## config.mk

```make
export PLATFORM = sky130hd
export DESIGN_NAME = selective_repeat_arq_window_unit
export DESIGN_NICKNAME = d
export VERILOG_FILES = /design/src/design/srarq_pkg.sv /design/src/design/srarq_ram.sv /design/src/design/srarq_ctrl.sv /design/src/design/srarq_dp.sv /design/src/design/selective_repeat_arq_window_unit.sv
export SDC_FILE = /design/constraint.sdc
export NUM_CORES = 1
export LEC_CHECK = 0
export BUFFER_PORTS_ARGS = -buffer_cell sky130_fd_sc_hd__buf_2
export CORE_UTILIZATION = 45
export DETAILED_ROUTE_END_ITERATION = 6
export SKIP_LAST_GASP = 1
export SYNTH_ARGS = -nofsm -noshare
export SYNTH_HDL_FRONTEND = slang
export SYNTH_HIERARCHICAL = 1
export SYNTH_SLANG_ARGS = --single-unit
```

## constraint.sdc

```tcl
create_clock -name clk -period 5.3 [get_ports clk]
set_clock_uncertainty 0.05 [all_clocks]
set_input_delay 0 -clock clk [delete_from_list [all_inputs] [get_ports clk]]
set_output_delay 0 -clock clk [all_outputs]
set_load 0.05 [all_outputs]
```

## src/design/srarq_pkg.sv

```systemverilog
package srarq_pkg;

  localparam int SEQ_BITS    = 6;
  localparam int WINDOW      = 32;
  localparam int MAX_PAYLOAD = 256;
  localparam int SLOT_W      = $clog2(WINDOW);
  localparam int LEN_W       = 9;
  localparam int CNT_W       = $clog2(WINDOW) + 1;
  localparam int REL_W       = SEQ_BITS + 1;

  localparam logic [2:0] CMD_NEW   = 3'd0;
  localparam logic [2:0] CMD_READY = 3'd1;
  localparam logic [2:0] CMD_FRAME = 3'd2;
  localparam logic [2:0] CMD_DTO   = 3'd3;
  localparam logic [2:0] CMD_ATO   = 3'd4;

  localparam logic [1:0] KIND_DATA = 2'd0;
  localparam logic [1:0] KIND_NAK  = 2'd2;

  localparam logic [2:0] ACT_NONE    = 3'd0;
  localparam logic [2:0] ACT_DATA    = 3'd1;
  localparam logic [2:0] ACT_ACK     = 3'd2;
  localparam logic [2:0] ACT_NAK     = 3'd3;
  localparam logic [2:0] ACT_STORE   = 3'd4;
  localparam logic [2:0] ACT_DELIVER = 3'd5;
  localparam logic [2:0] ACT_RELEASE = 3'd6;

  localparam logic [LEN_W-1:0] CTRL_LEN  = LEN_W'(3);
  localparam logic [LEN_W-1:0] CRC_LEN   = LEN_W'(5);
  localparam logic [LEN_W-1:0] OVERHEAD  = LEN_W'(7);
  localparam logic [LEN_W-1:0] MAX_PLEN  = LEN_W'(MAX_PAYLOAD);

  typedef struct packed {
    logic latch;
    logic eval;
    logic emit_store;
    logic emit_single;
    logic emit_dlv;
    logic emit_rel;
    logic last;
  } ctl_t;

  typedef struct packed {
    logic store;
    logic release_go;
    logic dlv_first;
    logic mark_next;
  } stat_t;

  function automatic logic in_window(input logic [SEQ_BITS-1:0] a,
                                     input logic [SEQ_BITS-1:0] b,
                                     input logic [SEQ_BITS-1:0] c);
    return (a <= b && b < c) || (c < a && a <= b) || (b < c && c < a);
  endfunction

endpackage

```

## src/design/srarq_ram.sv

```systemverilog
module srarq_ram #(
  parameter int WIDTH = 9,
  parameter int DEPTH = 32
) (
  input  logic                     clk,
  input  logic                     we,
  input  logic [$clog2(DEPTH)-1:0] addr,
  input  logic [WIDTH-1:0]         wdata,
  output logic [WIDTH-1:0]         rdata
);

  logic [WIDTH-1:0] mem [DEPTH];
  logic [WIDTH-1:0] rdata_r;

  always_ff @(posedge clk) begin
    if (we) begin
      mem[addr] <= wdata;
    end
    rdata_r <= mem[addr];
  end

  assign rdata = rdata_r;

endmodule

```

## src/design/srarq_ctrl.sv

```systemverilog
module srarq_ctrl (
  input  logic                clk,
  input  logic                rst_n,
  input  logic                start,
  input  srarq_pkg::stat_t    st,
  output srarq_pkg::ctl_t     ctl,
  output logic                busy
);

  typedef enum logic [4:0] {
    S_IDLE    = 5'b00001,
    S_EVAL    = 5'b00010,
    S_DLV_RD  = 5'b00100,
    S_DLV_OUT = 5'b01000,
    S_REL     = 5'b10000
  } state_t;

  state_t state_r, state_nxt;

  always_comb begin
    state_nxt = state_r;
    ctl       = '0;
    case (state_r)
      S_IDLE: begin
        if (start) begin
          ctl.latch = 1'b1;
          state_nxt = S_EVAL;
        end
      end
      S_EVAL: begin
        ctl.eval = 1'b1;
        if (st.store) begin
          ctl.emit_store = 1'b1;
          ctl.last       = !st.dlv_first && !st.release_go;
          if (st.dlv_first) state_nxt = S_DLV_RD;
          else if (st.release_go) state_nxt = S_REL;
          else state_nxt = S_IDLE;
        end else if (st.release_go) begin
          ctl.emit_rel = 1'b1;
          ctl.last     = 1'b1;
          state_nxt    = S_IDLE;
        end else begin
          ctl.emit_single = 1'b1;
          ctl.last        = 1'b1;
          state_nxt       = S_IDLE;
        end
      end
      S_DLV_RD: begin
        state_nxt = S_DLV_OUT;
      end
      S_DLV_OUT: begin
        ctl.emit_dlv = 1'b1;
        ctl.last     = !st.mark_next && !st.release_go;
        if (st.mark_next) state_nxt = S_DLV_RD;
        else if (st.release_go) state_nxt = S_REL;
        else state_nxt = S_IDLE;
      end
      S_REL: begin
        ctl.emit_rel = 1'b1;
        ctl.last     = 1'b1;
        state_nxt    = S_IDLE;
      end
      default: state_nxt = S_IDLE;
    endcase
  end

  always_ff @(posedge clk) begin
    if (!rst_n) state_r <= S_IDLE;
    else state_r <= state_nxt;
  end

  assign busy = (state_r != S_IDLE);

endmodule

```

## src/design/srarq_dp.sv

```systemverilog
module srarq_dp (
  input  logic                              clk,
  input  logic                              rst_n,
  input  srarq_pkg::ctl_t                   ctl,
  output srarq_pkg::stat_t                  st,
  input  logic [2:0]                        in_command,
  input  logic [srarq_pkg::LEN_W-1:0]       in_rx_length,
  input  logic                              in_rx_crc_ok,
  input  logic [1:0]                        in_rx_kind,
  input  logic [srarq_pkg::SEQ_BITS-1:0]    in_rx_seq,
  input  logic [srarq_pkg::SEQ_BITS-1:0]    in_rx_ack,
  input  logic [srarq_pkg::SLOT_W-1:0]      in_timer_slot,
  output logic                              out_valid,
  output logic [2:0]                        out_action,
  output logic [srarq_pkg::SEQ_BITS-1:0]    out_frame_seq,
  output logic [srarq_pkg::SEQ_BITS-1:0]    out_ack_no,
  output logic [srarq_pkg::SLOT_W-1:0]      out_slot,
  output logic [srarq_pkg::LEN_W-1:0]       out_payload_length,
  output logic                              out_restart_ack_timer,
  output logic                              out_network_enable,
  output logic                              out_last
);

  localparam int SB = srarq_pkg::SEQ_BITS;
  localparam int SW = srarq_pkg::SLOT_W;
  localparam int LW = srarq_pkg::LEN_W;
  localparam int CW = srarq_pkg::CNT_W;
  localparam int RW = srarq_pkg::REL_W;

  logic [2:0]    cmd_r;
  logic [LW-1:0] len_r;
  logic          crc_r;
  logic [1:0]    kind_r;
  logic [SB-1:0] rxseq_r, rxack_r;
  logic [SW-1:0] tslot_r;

  logic [SB-1:0] nts_r, old_r, exp_r, lim_r;
  logic [CW-1:0] outc_r;
  logic          phys_r, ne_r, restart_r;
  logic [srarq_pkg::WINDOW-1:0] marks_r;

  logic          ov_r, olast_r, ore_r, one_r;
  logic [2:0]    oact_r;
  logic [SB-1:0] oseq_r, oack_r;
  logic [SW-1:0] oslot_r;
  logic [LW-1:0] olen_r;

  logic          win_ack, short_f, bad_crc, frame_ok, is_data, send;
  logic [SW-1:0] rslot, exp_slot;
  logic [SB-1:0] ts0, tsel, exp_m1;
  logic          t_ok;
  logic [2:0]    s_act;
  logic [SB-1:0] s_seq, s_ack;
  logic [RW-1:0] rel_n;
  logic [CW-1:0] outc_rel, outc_fin;
  logic          phys_fin, ne_fin;
  logic [LW-1:0] plen, len_m7;
  logic [LW-1:0] ram_rdata;

  assign rslot    = rxseq_r[SW-1:0];
  assign exp_slot = exp_r[SW-1:0];
  assign exp_m1   = SB'(exp_r - SB'(1));
  assign win_ack  = srarq_pkg::in_window(old_r, rxack_r, nts_r);
  assign short_f  = (len_r < srarq_pkg::CRC_LEN) && (len_r != srarq_pkg::CTRL_LEN);
  assign bad_crc  = (len_r >= srarq_pkg::CRC_LEN) && !crc_r;
  assign frame_ok = (cmd_r == srarq_pkg::CMD_FRAME) && !short_f && !bad_crc;
  assign is_data  = frame_ok && (kind_r == srarq_pkg::KIND_DATA);
  assign ts0      = SB'(tslot_r);
  assign tsel     = srarq_pkg::in_window(old_r, ts0, nts_r) ? ts0
                  : SB'(ts0 + SB'(srarq_pkg::WINDOW));
  assign t_ok     = srarq_pkg::in_window(old_r, tsel, nts_r);

  assign st.store      = is_data && srarq_pkg::in_window(exp_r, rxseq_r, lim_r)
                         && !marks_r[rslot];
  assign st.release_go = frame_ok && (kind_r != srarq_pkg::KIND_NAK) && win_ack;
  assign st.dlv_first  = (rslot == exp_slot);
  assign st.mark_next  = marks_r[SW'(exp_slot + SW'(1))];

  always_comb begin
    send  = 1'b0;
    s_act = srarq_pkg::ACT_NONE;
    s_seq = '0;
    s_ack = '0;
    case (cmd_r)
      srarq_pkg::CMD_NEW: begin
        if (outc_r < CW'(srarq_pkg::WINDOW)) begin
          send  = 1'b1;
          s_seq = nts_r;
        end
      end
      srarq_pkg::CMD_FRAME: begin
        if (short_f) begin
          s_act = srarq_pkg::ACT_NONE;
        end else if (bad_crc) begin
          s_act = srarq_pkg::ACT_NAK;
          s_ack = exp_r;
        end else if (kind_r == srarq_pkg::KIND_NAK && win_ack) begin
          send  = 1'b1;
          s_seq = rxack_r;
        end
      end
      srarq_pkg::CMD_DTO: begin
        if (t_ok) begin
          send  = 1'b1;
          s_seq = tsel;
        end
      end
      srarq_pkg::CMD_ATO: begin
        s_act = srarq_pkg::ACT_ACK;
        s_ack = exp_m1;
      end
      default: s_act = srarq_pkg::ACT_NONE;
    endcase
    if (send) begin
      s_act = srarq_pkg::ACT_DATA;
      s_ack = exp_m1;
    end
  end

  assign rel_n    = RW'({1'b0, SB'(rxack_r - old_r)} + RW'(1));
  assign outc_rel = (RW'(outc_r) > rel_n) ? CW'(RW'(outc_r) - rel_n) : '0;
  assign outc_fin = st.release_go ? outc_rel
                  : (cmd_r == srarq_pkg::CMD_NEW && send) ? CW'(outc_r + CW'(1)) : outc_r;
  assign phys_fin = send ? 1'b0 : (cmd_r == srarq_pkg::CMD_READY) ? 1'b1 : phys_r;
  assign ne_fin   = (outc_fin < CW'(srarq_pkg::WINDOW)) && phys_fin;

  assign len_m7 = LW'(len_r - srarq_pkg::OVERHEAD);
  assign plen   = (len_r < srarq_pkg::OVERHEAD) ? '0
                : (len_m7 > srarq_pkg::MAX_PLEN) ? srarq_pkg::MAX_PLEN : len_m7;

  srarq_ram #(.WIDTH(LW), .DEPTH(srarq_pkg::WINDOW)) u_len_ram (
    .clk   (clk),
    .we    (ctl.emit_store),
    .addr  (ctl.emit_store ? rslot : exp_slot),
    .wdata (plen),
    .rdata (ram_rdata)
  );

  always_ff @(posedge clk) begin
    if (ctl.latch) begin
      cmd_r   <= in_command;
      len_r   <= in_rx_length;
      crc_r   <= in_rx_crc_ok;
      kind_r  <= in_rx_kind;
      rxseq_r <= in_rx_seq;
      rxack_r <= in_rx_ack;
      tslot_r <= in_timer_slot;
    end
  end

  always_ff @(posedge clk) begin
    if (!rst_n) begin
      nts_r     <= '0;
      old_r     <= '0;
      exp_r     <= '0;
      lim_r     <= SB'(srarq_pkg::WINDOW);
      outc_r    <= '0;
      phys_r    <= 1'b0;
      ne_r      <= 1'b0;
      restart_r <= 1'b0;
      marks_r   <= '0;
      ov_r      <= 1'b0;
    end else begin
      ov_r <= ctl.emit_store | ctl.emit_single | ctl.emit_dlv | ctl.emit_rel;
      if (ctl.eval) begin
        ne_r      <= ne_fin;
        restart_r <= is_data;
      end
      if (ctl.emit_single) begin
        phys_r <= phys_fin;
        if (cmd_r == srarq_pkg::CMD_NEW && send) begin
          outc_r <= outc_fin;
          nts_r  <= SB'(nts_r + SB'(1));
        end
      end
      if (ctl.emit_store) begin
        marks_r[rslot] <= 1'b1;
      end
      if (ctl.emit_dlv) begin
        marks_r[exp_slot] <= 1'b0;
        exp_r <= SB'(exp_r + SB'(1));
        lim_r <= SB'(lim_r + SB'(1));
      end
      if (ctl.emit_rel) begin
        outc_r <= outc_rel;
        old_r  <= SB'(rxack_r + SB'(1));
      end
    end
  end

  always_ff @(posedge clk) begin
    olast_r <= ctl.last;
    ore_r   <= ctl.eval ? is_data : restart_r;
    one_r   <= ctl.eval ? ne_fin : ne_r;
    oact_r  <= srarq_pkg::ACT_NONE;
    oseq_r  <= '0;
    oack_r  <= '0;
    oslot_r <= '0;
    olen_r  <= '0;
    if (ctl.emit_single) begin
      oact_r  <= s_act;
      oseq_r  <= s_seq;
      oack_r  <= s_ack;
      oslot_r <= send ? s_seq[SW-1:0] : '0;
    end else if (ctl.emit_store) begin
      oact_r  <= srarq_pkg::ACT_STORE;
      oslot_r <= rslot;
      olen_r  <= plen;
    end else if (ctl.emit_dlv) begin
      oact_r  <= srarq_pkg::ACT_DELIVER;
      oslot_r <= exp_slot;
      olen_r  <= ram_rdata;
    end else if (ctl.emit_rel) begin
      oact_r  <= srarq_pkg::ACT_RELEASE;
      oslot_r <= old_r[SW-1:0];
      olen_r  <= LW'(rel_n);
    end
  end

  assign out_valid             = ov_r;
  assign out_action            = oact_r;
  assign out_frame_seq         = oseq_r;
  assign out_ack_no            = oack_r;
  assign out_slot              = oslot_r;
  assign out_payload_length    = olen_r;
  assign out_restart_ack_timer = ore_r;
  assign out_network_enable    = one_r;
  assign out_last              = olast_r;

endmodule

```

## src/design/selective_repeat_arq_window_unit.sv

```systemverilog
// Selective-repeat ARQ window engine. Raise start with an event while busy is
// low; results then appear one per out_valid strobe and cannot be held off,
// the final one flagged by out_last. A simple event gives one result, registered
// from the evaluation state; a received data frame that completes a run gives a
// store result, then one deliver result after each slot length memory read,
// then possibly a release. busy drops on the cycle the final result is shown.
module selective_repeat_arq_window_unit (
  input  logic                              clk,
  input  logic                              rst_n,
  input  logic                              start,
  output logic                              busy,
  input  logic [2:0]                        in_command,
  input  logic [srarq_pkg::LEN_W-1:0]       in_rx_length,
  input  logic                              in_rx_crc_ok,
  input  logic [1:0]                        in_rx_kind,
  input  logic [srarq_pkg::SEQ_BITS-1:0]    in_rx_seq,
  input  logic [srarq_pkg::SEQ_BITS-1:0]    in_rx_ack,
  input  logic [srarq_pkg::SLOT_W-1:0]      in_timer_slot,
  output logic                              out_valid,
  output logic [2:0]                        out_action,
  output logic [srarq_pkg::SEQ_BITS-1:0]    out_frame_seq,
  output logic [srarq_pkg::SEQ_BITS-1:0]    out_ack_no,
  output logic [srarq_pkg::SLOT_W-1:0]      out_slot,
  output logic [srarq_pkg::LEN_W-1:0]       out_payload_length,
  output logic                              out_restart_ack_timer,
  output logic                              out_network_enable,
  output logic                              out_last
);

  srarq_pkg::ctl_t  ctl;
  srarq_pkg::stat_t st;

  srarq_ctrl u_ctrl (
    .clk   (clk),
    .rst_n (rst_n),
    .start (start),
    .st    (st),
    .ctl   (ctl),
    .busy  (busy)
  );

  srarq_dp u_dp (
    .clk                   (clk),
    .rst_n                 (rst_n),
    .ctl                   (ctl),
    .st                    (st),
    .in_command            (in_command),
    .in_rx_length          (in_rx_length),
    .in_rx_crc_ok          (in_rx_crc_ok),
    .in_rx_kind            (in_rx_kind),
    .in_rx_seq             (in_rx_seq),
    .in_rx_ack             (in_rx_ack),
    .in_timer_slot         (in_timer_slot),
    .out_valid             (out_valid),
    .out_action            (out_action),
    .out_frame_seq         (out_frame_seq),
    .out_ack_no            (out_ack_no),
    .out_slot              (out_slot),
    .out_payload_length    (out_payload_length),
    .out_restart_ack_timer (out_restart_ack_timer),
    .out_network_enable    (out_network_enable),
    .out_last              (out_last)
  );

`ifndef SYNTHESIS
  a_accept_busy: assert property (@(posedge clk) disable iff (!rst_n)
    start && !busy |=> busy) else $error("accepted transaction did not raise busy");

  a_last_gap: assert property (@(posedge clk) disable iff (!rst_n)
    out_valid && out_last |=> !out_valid) else $error("result straight after last");

  a_none_alone: assert property (@(posedge clk) disable iff (!rst_n)
    out_valid && out_action == srarq_pkg::ACT_NONE |-> out_last)
    else $error("empty result not final");
`endif

endmodule

```

# Word level (Yosys, flattened, before mapping)
# Memory sizes are Yosys's and may differ from the RTL's. A register that Yosys moved wholly into a read port is not among the register bits.
# Cells that the tools add are included.
# word_totals
output_inout_bits	34
mem_bits_rw	288
mem_count	1
ff_bits	135
# memory_table
memory	words	word_bits	rd	rd_ports_with_merged_regs	write_ports	line	rtl
u_dp.u_len_ram.mem	32	9	1	1	1	srarq_ram.sv:12	logic [WIDTH-1:0] mem [DEPTH];
# op_classes
mux	77
eq_ne	15
reduce_logical	49
n_bitwise	6
add_sub_neg	12
n_lt_le_gt_ge	22
# op_table
cell	count
$mux 32	3
$mux 6	15
$mux 5	11
$mux 9	4
$and 32x32->32	1
$not 32->32	1
$or 32x32->32	1
$add 6x1->6 const B	5
$lt 6x6->1	5
$logic_and 1x1->1	28
$mux 1	24
$mux 3	7
$pmux 5 s4	1
$le 6x6->1	3
$lt 5x6->1 const B	3
$lt 9x3->1 const B	2
$pmux 6 s3	1
$lt 6x6->1 const B	2
$pmux 6 s2	1
$sub 6x6->6	2
$bmux 1 s5	2
$demux 1 s5	2
$ge 5x1->1 const B	2
$ge 9x3->1 const B	1
34 further kinds	54

# Longest topological paths before layout
# depth
ltp_word	17
mapped_depth	24

# By module
# The synthesis kept the hierarchy.
# by_module_without_submodules
module	cells_per_inst	instances	area_per_inst_um2	seq_area_each_um2
srarq_ram	638	1	11423.5	8828.5
srarq_dp	833	1	7614.8	2922.8
srarq_ctrl	43	1	371.6	100.1

# Worst setup path after synthesis
# No wires, ideal clock.
# synth_path
kind	flip-flop to flip-flop
start	register u_dp.rxseq_r[1]
end	memory u_dp.u_len_ram.mem[24][0] (enable)
path_slack_ns	-0.047
n_path_buf	6
synth_period_minus_slack_ns	5.347
arrival_time_ns	4.910
path_stages_with_launch	21
path_cell_list	edfxtp_1 > buf_1 > inv_1 > ha_1 > nor2b_1 > o21a_1 > o21a_1 > o21a_1 > o31ai_1 > o311ai_0 > a21oi_1 > nand3_1 > inv_1 > clkbuf_1 > clkbuf_1 > clkbuf_1 > o21ai_0 > clkbuf_1 > or3b_2 > clkbuf_1 > nor3_1
# synth_rtl
item	line	rtl
from (decl)	srarq_dp.sv:34	logic [SB-1:0] rxseq_r, rxack_r;
from (signal assigned)	srarq_dp.sv:145	rxseq_r <= in_rx_seq;
to (decl)	srarq_ram.sv:12	

==> results.py <==
metrics = {
    "routing": {
        "first_pass_iters": 7,
        "drc_errors": 0,
        "wl_mm": 49.5,
        "detail-route-antenna-nets": 0,
        "post_dr_vias_cell": 5.79,
        "vias": 13000,
        "detailedRoute.firstIterationViolations": 1098,
        "wire_per_inst_um": 22.1,
    },
    "global_route": {
        "grt_use_met1_pct": 31.0,
        "grt_start_max_net_pins": 69,
        "grt_first_pass_wirelength_mm": 75.5,
        "grt_use_met3_pct": 3.52,
        "first_global_vias": 12700,
        "global_route.usage.met2_pct": 36.8,
        "gr-max-usage-layer": "met2",
        "globalRoute.totalOverflow": 0,
        "antenna_found_initial": 0,
        "grt_use_total_pct": 22.5,
    },
    "critical_path": {
        "critPathRequiredTime_ns": 5.70,
        "cp_slowest_cell": "sky130_fd_sc_hd__dfxtp_1",
        "crit_type": "reg -> reg",
        "timing.critical_path.mode_cell": "sky130_fd_sc_hd__a21o_1",
        "critPathLaunchType": "register",
        "cp_slowest_stage_delay_ns": 0.57,
        "rr_endpoint": "u_dp/u_len_ram/rdata[8]",
        "critical_path_peak_fanout": 44,
        "cp.buffers_inverters": 4,
        "worst_r2r_path_depth": 18,
        "slack_of_the_worst_reg_to_reg_path_ns": 0.26,
        "arrival_ns": 5.44,
        "worstSetupStartpoint": "u_dp/exp_r[1]",
        "end_kind": "register",
        "timing.rr.start": "u_dp/exp_r[1]",
        "critical_path.top_delay_family": "compound AO/OA/AOI/OAI gates",
        "path_cells": "inv_1 > ha_1 > a21o_1 > a21o_1 > a21o_1 > a211oi_1 > o311ai_0 > a21oi_1 > nand3_1 > clkinvlp_4 > nand2_1 > o21ai_4 > buf_12 > buf_4 > mux2i_1 > o22ai_1 > nor4_1 > nand2_1",
    },
    "clock_network": {
        "tritoncts_clock_tree": "built",
        "clk_pin_slew_ns": 0.06,
        "clk_latency_ns": 0.59,
        "clock-root-buffer": "sky130_fd_sc_hd__clkbuf_16",
        "tritoncts.num_buffers": 46,
        "cts.htree.levels": 2,
        "number_of_buffers_on_the_longest_clock_path": 3,
        "cts_num_sinks": 432,
    },
    "sta": {
        "fmax_ghz": 0.198,
        "maxSlewViolCount": 0,
        "finalWorstSetupSlack_ns": 0.259,
        "rsz_0062_raised_after_global_routing": "false",
        "finalHoldViolCount": 0,
        "max-slew-margin-rel_pct": 31.5,
        "final.min_clock_period_ns": 5.04,
        "final-setup-viol-count": 0,
        "worst_pin_slew_ns": 1.02,
        "fin_tns_setup_ns": 0,
        "part_of_the_cycle_the_worst_path_needs_pct": 95.1,
    },
    "yosys": {
        "mappedNetlistNets": 1611,
        "share_of_synthesized_area_occupied_by_flip_flops_and_latches_pct": 61.1,
        "yosys.area_share.adder_pct": 4.13,
        "synth_area_in_xor_xnor_pct": 1.76,
        "synth.most_common_cell": "sky130_fd_sc_hd__edfxtp_1",
        "synth_top_family_by_area": "compound AO/OA/AOI/OAI gates",
        "synth_simple_gate_area_share_pct": 9.80,
        "synthDistinctLibCells": 90,
        "synthFlopType": "sky130_fd_sc_hd__edfxtp_1",
        "syn_avg_cell_area_sq_um": 12.8,
        "synthTopCellsByArea": "sky130_fd_sc_hd__edfxtp_1 50%, sky130_fd_sc_hd__dfxtp_1 12%, sky130_fd_sc_hd__mux2i_1 7.7%, sky130_fd_sc_hd__ha_1 3.9%, sky130_fd_sc_hd__nor2_1 2.6%",
        "synth_enable_flop_cells": 320,
        "syn_area_sq_um": 19400,
        "ys_async_sr_fraction_pct": 0,
        "ys_ff_latch": 432,
        "synth_top_area_share_pct": 49.5,
        "synth_compound_gate_area_share_pct": 10.3,
        "netlist_top_cells_count": "320 x sky130_fd_sc_hd__edfxtp_1, 149 x sky130_fd_sc_hd__mux2i_1, 132 x sky130_fd_sc_hd__nor2_1",
        "synth_top_cell_by_area": "sky130_fd_sc_hd__edfxtp_1",
        "syn_inst": 1514,
        "muxShareOfSynthArea_pct": 9.95,
        "yosys_warnings": 6,
    },
    "pwr": {
        "power.total_mw": 7.32,
        "cellLeakagePower_nw": 7.66,
        "peakVddDrop_mv": 0.256,
        "power_per_cell_area_nw_per_um2": 323,
    },
    "final_layout": {
        "layout.nets": 1765,
        "area_growth_syn_to_layout_pct": 16.7,
        "antennaDiodeCount": 0,
        "layout-drive-gt1-share_pct": 16.4,
    },
    "placement": {
        "place_hpwl_mm": 32.9,
        "place_ws_ns": 0.0611,
        "portbufs": 68,
        "gp_congestion": 0.904,
    },
    "min_path": {
        "holdPathStages": 2,
        "hold-path-endpoint": "u_dp/len_r[1]",
        "worstHoldStart": "in_rx_length[1]",
        "timing.hold.worst.class": "in -> reg",
    },
    "floorplan": {
        "floorplan.core_area_sq_um": 42200,
        "dieArea_sq_um": 44000,
        "top_level_pins": 69,
        "die_w_um": 210,
        "initial_core_util_pct": 46.0,
        "placementRows": 75,
        "overall_die_height_um": 210,
    },
    "job": {
        "drv.max_cap_violation_count": 0,
    },
    "outcome": {
        "status": "complete, no violations",
    },
}
==> flip-flops by register name (all words and copies together), names as in the netlist, 9 cells and up <==
signal / count
u_dp/len_r: 9
u_dp/out_payload_length: 9
u_dp/u_len_ram/mem: 288
u_dp/u_len_ram/rdata: 9
u_dp/marks_r: 32
==> layer usage <==
metal  up-vias  routed length, um
met5         -                  0
met4         0               1200
met3        82               2940
met2       423              23300
met1      6394              22100
li1       6089                  -
==> metrics by stage <==
stage	utilization (%)	instance area [sq um]	hold slack, ns	std cells
after detailed placement	49.1	20700	0.128	2122
after CTS	53.5	22600	0.0336	2241
final	53.7	22700	0.0666	2243
after global placement	49.1	20700	0.127	2122
after global routing	53.7	22700	0.0467	2243
after floorplan	-	19400	0.0489	1514
==> final cells by class <==
| type | instances | area, sq um |
|---|---|---|
| Clock buffer | 65 | 1250 |
| Timing Repair Buffer | 178 | 1290 |
| Multi-Input combinational cell | 951 | 7100 |
| Clock inverter | 19 | 256 |
| Tap cell | 539 | 674 |
| Fill cell | 3588 | 19600 |
| Inverter | 59 | 225 |
| Sequential cell | 432 | 11900 |
==> how the worst max path moves through the flow <==
stage                                endpoint  depth (start not counted)  slack [ns]
global route          u_dp/u_len_ram/rdata[5]                         17        0.01
detailed placement    u_dp/u_len_ram/rdata[6]                         18        0.06
finish                u_dp/u_len_ram/rdata[8]                         18        0.26
floorplan           u_dp/u_len_ram/mem[27][0]                         20        0.19
global placement      u_dp/u_len_ram/rdata[6]                         15        0.19
CTS                   u_dp/u_len_ram/rdata[6]                         18        0.03
==> cells in the final DEF, fill, tap and decap left out, types with 16 or more instances in the layout <==
master	n
sky130_fd_sc_hd__mux4_2	18
sky130_fd_sc_hd__nand2_1	55
sky130_fd_sc_hd__buf_2	68
sky130_fd_sc_hd__a21o_1	16
sky130_fd_sc_hd__o22ai_1	76
sky130_fd_sc_hd__a21oi_1	61
sky130_fd_sc_hd__nor3_1	22
sky130_fd_sc_hd__buf_4	72
sky130_fd_sc_hd__inv_1	53
sky130_fd_sc_hd__xnor2_1	33
sky130_fd_sc_hd__clkbuf_16	46
sky130_fd_sc_hd__clkbuf_1	16
sky130_fd_sc_hd__dfxtp_1	112
sky130_fd_sc_hd__dlygate4sd3_1	35
sky130_fd_sc_hd__nand3_1	38
sky130_fd_sc_hd__mux2i_1	149
sky130_fd_sc_hd__ha_1	60
sky130_fd_sc_hd__o21ai_0	65
sky130_fd_sc_hd__nor2_1	125
sky130_fd_sc_hd__edfxtp_1	320
==> report_power, final <==
part	internal, mW	switching (mW)
combinational	0.127	0.244
clock	1.90	1.32
sequential	3.69	0.0342
total	5.72	1.60
==> kinds of logic (layout without fill, tap and decap cells) <==
family	count (synthesis)	after routing
AOI/OAI and AO/OA	312	312
xor gates and xnor gates	39	39
adders and majority gates	63	63
buffers and inverters	131	321
DFF	432	432
muxes	170	170
and+or+nand+nor	367	367
==> what timing repair did <==
item	CTS	global route
hold endpoints to repair	77	0
endpoints found under the setup margin	0	49
buffers inserted	0	2
resized for setup	0	9
hold buffers	35	0
Power figures use the tool's default switching activity.
